**src/sv/slab_bitmap_allocator_assert.svh**
```systemverilog
// assertion helpers used by the allocator rtl
`ifndef SLAB_BITMAP_ALLOCATOR_ASSERT_SVH
`define SLAB_BITMAP_ALLOCATOR_ASSERT_SVH

// same-cycle implication, held off during reset
`define SBA_ASSERT_IMPLY(label, clk, rst, ante, cons, msg) \
   label: assert property (@(posedge clk) disable iff (rst) (ante) |-> (cons)) else $error(msg);

// next-cycle implication, held off during reset
`define SBA_ASSERT_NEXT(label, clk, rst, ante, cons, msg) \
   label: assert property (@(posedge clk) disable iff (rst) (ante) |=> (cons)) else $error(msg);

`endif

```
**src/sv/sba_pkg.sv**
```systemverilog
`default_nettype none

package sba_pkg;

   // payload field widths
   localparam int OPCODE_W = 1;
   localparam int SIZE_W   = 12;
   localparam int PAGE_W   = 3;
   localparam int SLOT_W   = 8;
   localparam int STATUS_W = 2;
   localparam int CLASS_W  = 3;
   localparam int OFFSET_W = 12;
   localparam int USED_W   = 12;
   localparam int PCOUNT_W = 4;

   // smallest object is 16 bytes, classes double from there
   localparam int MIN_OBJ     = 16;
   localparam int MIN_OBJ_LOG = 4;

   // bitmap word geometry
   localparam int WORD_W   = 64;
   localparam int WORD_LOG = 6;

   localparam logic OP_ALLOC = 1'b0;
   localparam logic OP_FREE  = 1'b1;

   typedef enum logic [STATUS_W-1:0] {
      ST_OK        = 2'd0,
      ST_FULL      = 2'd1,
      ST_TOO_LARGE = 2'd2,
      ST_BAD_FREE  = 2'd3
   } status_type;

   typedef struct packed {
      logic [STATUS_W-1:0] status;
      logic [CLASS_W-1:0]  size_class;
      logic [PAGE_W-1:0]   page_index;
      logic [SLOT_W-1:0]   slot_index;
      logic [OFFSET_W-1:0] byte_offset;
      logic [USED_W-1:0]   used_count;
      logic [PCOUNT_W-1:0] page_count;
   } rsp_type;

endpackage

`default_nettype wire

```
**src/sv/sba_zero_find.sv**
```systemverilog
`default_nettype none

module sba_zero_find
   import sba_pkg::*;
(
   input  wire logic [WORD_W-1:0]   word,
   output logic                     found,
   output logic [WORD_LOG-1:0]      pos
);

   localparam int GRP_LOG = WORD_LOG - 3;
   localparam int GROUPS  = WORD_W / 8;

   logic [GROUPS-1:0]  grp_zero;
   logic [GRP_LOG-1:0] grp;
   logic [7:0]         grp_bits;
   logic [2:0]         bit_sel;

   // two short priority levels: first byte holding a zero, then the bit in it
   always_comb begin
      for (int g = 0; g < GROUPS; g++) begin
         grp_zero[g] = ~&word[8*g +: 8];
      end
      grp = '0;
      for (int g = GROUPS - 1; g >= 0; g--) begin
         if (grp_zero[g]) begin
            grp = GRP_LOG'(g);
         end
      end
      grp_bits = word[8*grp +: 8];
      bit_sel  = '0;
      for (int b = 7; b >= 0; b--) begin
         if (!grp_bits[b]) begin
            bit_sel = 3'(b);
         end
      end
   end

   assign found = |grp_zero;
   assign pos   = {grp, bit_sel};

endmodule

`default_nettype wire

```
**config.mk**
```make
export PLATFORM = sky130hd
export DESIGN_NAME = sba_zero_find
export DESIGN_NICKNAME = d
export VERILOG_FILES = /design/src/sv/slab_bitmap_allocator_assert.svh /design/src/sv/sba_pkg.sv /design/src/sv/sba_zero_find.sv
export SDC_FILE = /design/constraint.sdc
export NUM_CORES = 1
export LEC_CHECK = 0
export BUFFER_PORTS_ARGS = -buffer_cell sky130_fd_sc_hd__buf_2
export CAP_MARGIN = 0
export CORE_UTILIZATION = 43
export DETAILED_ROUTE_END_ITERATION = 7
export PLACE_DENSITY = 0.95
export SYNTH_ARGS = -nofsm -noshare
export SYNTH_HDL_FRONTEND = slang
export SYNTH_SLANG_ARGS = --single-unit
```
**constraint.sdc**
```tcl
create_clock -name vclk -period 7.6
set_input_delay 0.38 -clock vclk [all_inputs]
set_output_delay 0.38 -clock vclk [all_outputs]
set_load 0.005 [all_outputs]
```
* After elaboration in Yosys (flattened, before gate mapping) *
Cells that the tools add are included.

word-level totals
  register bits = 0
  bits of input ports = 64
  logic and storage cells = 34
  output and inout port bits = 7

operators by class
  reductions and logical operators = 17
  shift-type cells = 1
  mux-type cells = 16

operators with widths
  kind                                                    number
  8-bit AND reduction                                     8
  64-bit by 7-bit variable part select with 8-bit output  1
  3-bit two-way mux                                       16
  1-bit logical NOT                                       8
  8-bit OR reduction                                      1

* Longest topological paths before layout *
  word-level depth = 18
  gate-level depth with buffers = 11
  gate-level depth less buffers = 9

* Worst setup path after synthesis *
OpenSTA, ideal clock, no wires.

  kind = in2out
  from = input port word[16]
  to = output port pos[0]
  path slack = 4641 ps
  path buffers = 2
  stages on the path = 10
  data required time = 7220 ps
  arrival time = 2579 ps
  path through = nand4_1 or4_1 buf_2 a211o_1 buf_6 o21a_1 o221ai_2 or3b_1 a211oi_2 a2bb2oi_2

on the way
  word-level cells in the longest chain between the ends = 13

ends and longest elaborated chain
  item                                                        RTL line             RTL
  start, declared                                             sba_zero_find.sv:6   input wire logic [WORD_W-1:0] word,
  8-bit AND reduction                                         sba_zero_find.sv:22  grp_zero[g] = ~&word[8*g +: 8];
  3-bit two-way mux (3 in a row)                              sba_zero_find.sv:26  if (grp_zero[g]) begin
  64-bit by 7-bit variable part select with 8-bit output (*)  sba_zero_find.sv:30  grp_bits = word[8*grp +: 8];
  3-bit two-way mux (7 in a row)                              sba_zero_find.sv:33  if (!grp_bits[b]) begin
  3-bit two-way mux (*)                                       sba_zero_find.sv:33
  end, declared                                               sba_zero_find.sv:8   output logic [WORD_LOG-1:0] pos

Every way passes the cells marked *; elsewhere a longest branch is shown, timed or not.

* Final worst setup path *
  from = input port word[39]
  to = output port pos[0]

on the way
  word-level cells in the longest chain between the ends = 15

ends and longest elaborated chain
  item                                                        RTL line
  8-bit AND reduction                                         sba_zero_find.sv:22
  3-bit two-way mux (5 in a row)                              sba_zero_find.sv:26
  64-bit by 7-bit variable part select with 8-bit output (*)  sba_zero_find.sv:30
  3-bit two-way mux (7 in a row)                              sba_zero_find.sv:33
  3-bit two-way mux (*)                                       sba_zero_find.sv:33

Marks and branches as above.

==> impl_metrics.csv <==
group,metric,value,unit
setup_path,required,7.22,ns
power,pwr-share-seq,0,%
cells_and_area,num_antenna_cells,0,
sta,hold_ws,1.240,ns
floorplanning,fp.dieArea,1981,sq um
power,vdd_drop_max,0.00002514,V
power,clockPowerShare,0,%
floorplanning,ios,71,
cells_and_area,nFillCells,143,
grt,grt_pass1_vias,1164,
setup_path,critical_path_class,"input pin to output pin",
sta,relSlewSlack,61.95,%
grt,grt_pass1_wl,4.678,mm
synth,syn_inst,120,
grt,overflow,0,
cells_and_area,seq_cells,0,
power,p_int,0.00001924,W
floorplanning,start_util,48.74,%
power,swShare,47.82,%
sta,max_slew.worst_pin.slew,0.5655,ns
sta,fin_crit,3.594,ns
placed_design,io_buffers,71,
cells_and_area,fin_nets,252,
synth,yosys.cell_types.count,41,
synth,yosysMostFrequentCell,"o21ai_0",
synth,postSynthAreaPerCell,6.475,sq um
setup_path,path_common_cell,"buf_2",
setup_path,cp-start-kind,"input pin",
synth,synth_commonest_cells,"o21ai_0 (24), nand4_1 (13), nor2_1 (10)",
setup_path,path_max_fanout,20,
outcome,status,"completed",
grt,grt_max_degree,21,
route,wl_per_cell,14.14,microns
synth,synth-seq-area-share,0,%
floorplanning,coreArea,1594,sq um
clock_tree,hold_buffers,0,
setup_path,cp_slowest_stage_delay,0.56,ns
synth,yosysWarnings,0,
power,p_sw,0.00001763,W
sta,rsz0062_at_grt,"no",
route,firstDrtPassIters,4,
sta,setup_viol,0,
placed_design,dp_hpwl,2.597,mm
placed_design,place_congestion,0.8996,
setup_path,cp_num_buf_inv,2,
cells_and_area,multi_input_area,732.0,sq um
sta,hold_viol,0,
clock_tree,ctsResizeCount,0,
synth,syn_area,777.0,sq um
floorplanning,die_x,44.51,microns
floorplanning,rows,14,
min_path,hold_depth,5,
synth,synthesis.nets,184,
min_path,worstHoldPathType,"input pin to output pin",
power,combPwrFrac,100.0,%
min_path,worstHoldEndpoint,"pos[0]",
route,ant_nets,0,
cells_and_area,nClkBuffers,0,
setup_path,startpoint,"word[39]",
setup_path,slowest_stage,"nor4_1",
min_path,hp-start,"word[0]",
route,vias_per_cell,6.214,
power,cellPowerDensity,32.56,nW/um^2
setup_path,cp_top_family,"compound AO/OA/AOI/OAI gates",
grt,antenna_found_initial,0,
synth,yosys.area.top_type_share,15.46,%
cells_and_area,drive_above_1_share,43.55,%
run,max_cap_violations,0,
placed_design,numPlacedInstances,210,
sta,drv_slew,0,
sta,max_freq,278.3,MHz
cells_and_area,fin_cells,210,
cells_and_area,syn_to_final_growth,45.73,%
synth,yosys.area.top_type,"o21ai_0",
synth,synthTopCellsByArea,"o21ai_0 (15%), nand4_1 (10%), mux2i_1 (6.4%), a211oi_1 (4.8%), nor2_1 (4.8%)",
setup_path,cp_data_arrival_time,3.21,ns
sta,setup-tns-final,0,ns
grt,grt_use_total,30.67,%
sta,fin_crit_sh,47.28,%
setup_path,crit_path_end_kind,"output pin",
route,drc_errors,0,
route,drt-total-wl,2.969,mm
route,drt_iter0_drc,39,
floorplanning,fp.dieH,44.51,microns
clock_tree,post-cts-setup-buffers,0,
route,vias,1305,
power,p_leak,0.4800,nW
setup_path,cp_cell_sequence,"buf_2 -> nand4_1 -> nor4_1 -> a211o_1 -> o21ai_0 -> a221o_1 -> or3b_1 -> a211oi_2 -> a2bb2oi_2 -> buf_2",
cells_and_area,seq_area,0,sq um
per-layer routing:
| layer | vias up | GRT usage, % | routed length (microns) |
|---|---|---|---|
| met3 | 10 | 0 | 256 |
| met2 | 73 | 53.82 | 1412 |
| met1 | 590 | 41.69 | 1233 |
| met5 | - | 0 | 0 |
| met4 | 0 | 7.273 | 68 |
| li1 | 632 | - | - |
logic make-up after synthesis:
family          count (synthesis)  share of synthesized area, %
mux                             5                         6.441
simple gates                   50                         38.33
buf+inv                         9                         5.795
compound gates                 56                         49.44
through the flow:
stage	power [W]	instance area [sq um]	setup WS (ns)	utilization, %
2_1_floorplan	0.00001282	777.0	4.641	-
3_3_place_gp	0.00003520	1132	4.024	71.04
3_5_place_dp	0.00003619	1132	4.021	71.04
4_1_cts	0.00003634	1132	4.014	71.04
5_1_grt	0.00004042	1132	3.744	71.04
6_report	0.00003687	1132	4.006	71.04
cell type report:
type | count | share of cell area, %
multi-input cells | 111 | 64.64
repair buffers | 71 | 31.38
well taps | 24 | 2.652
inverters | 4 | 1.326
power by group through the flow:
| stage | combinational [W] | clock [W] | sequential, W |
|---|---|---|---|
| after floorplan | 0.0000128 | 0 | 0 |
| after global placement | 0.0000352 | 0 | 0 |
| after detailed placement | 0.0000362 | 0 | 0 |
| after CTS | 0.0000363 | 0 | 0 |
| after global routing | 0.0000404 | 0 | 0 |
| final | 0.0000369 | 0 | 0 |
worst max-delay path by stage:
stage | to | depth (start not counted)
global placement | pos[0] | 11
floorplan | pos[0] | 10
CTS | pos[0] | 11
finish | pos[0] | 10
global route | pos[0] | 11
detailed placement | pos[0] | 11
cell usage in the layout (no fill, tap or decap), types with 2 or more instances in the layout:
master | synthesis | final
a2111oi_0 | 2 | 2
a211o_1 | 3 | 3
a211oi_1 | 5 | 5
a21oi_1 | 4 | 4
and4_1 | 2 | 2
buf_2 | 3 | 71
inv_1 | 3 | 3
mux2i_1 | 5 | 5
nand2_1 | 6 | 6
nand3_1 | 2 | 2
nand4_1 | 13 | 13
nor2_1 | 10 | 10
nor3_1 | 3 | 3
nor4_1 | 2 | 2
o21a_1 | 5 | 5
o21ai_0 | 24 | 24
or2_2 | 3 | 3
or4_1 | 2 | 2
Note: power is estimated with default switching activity, not from simulation.
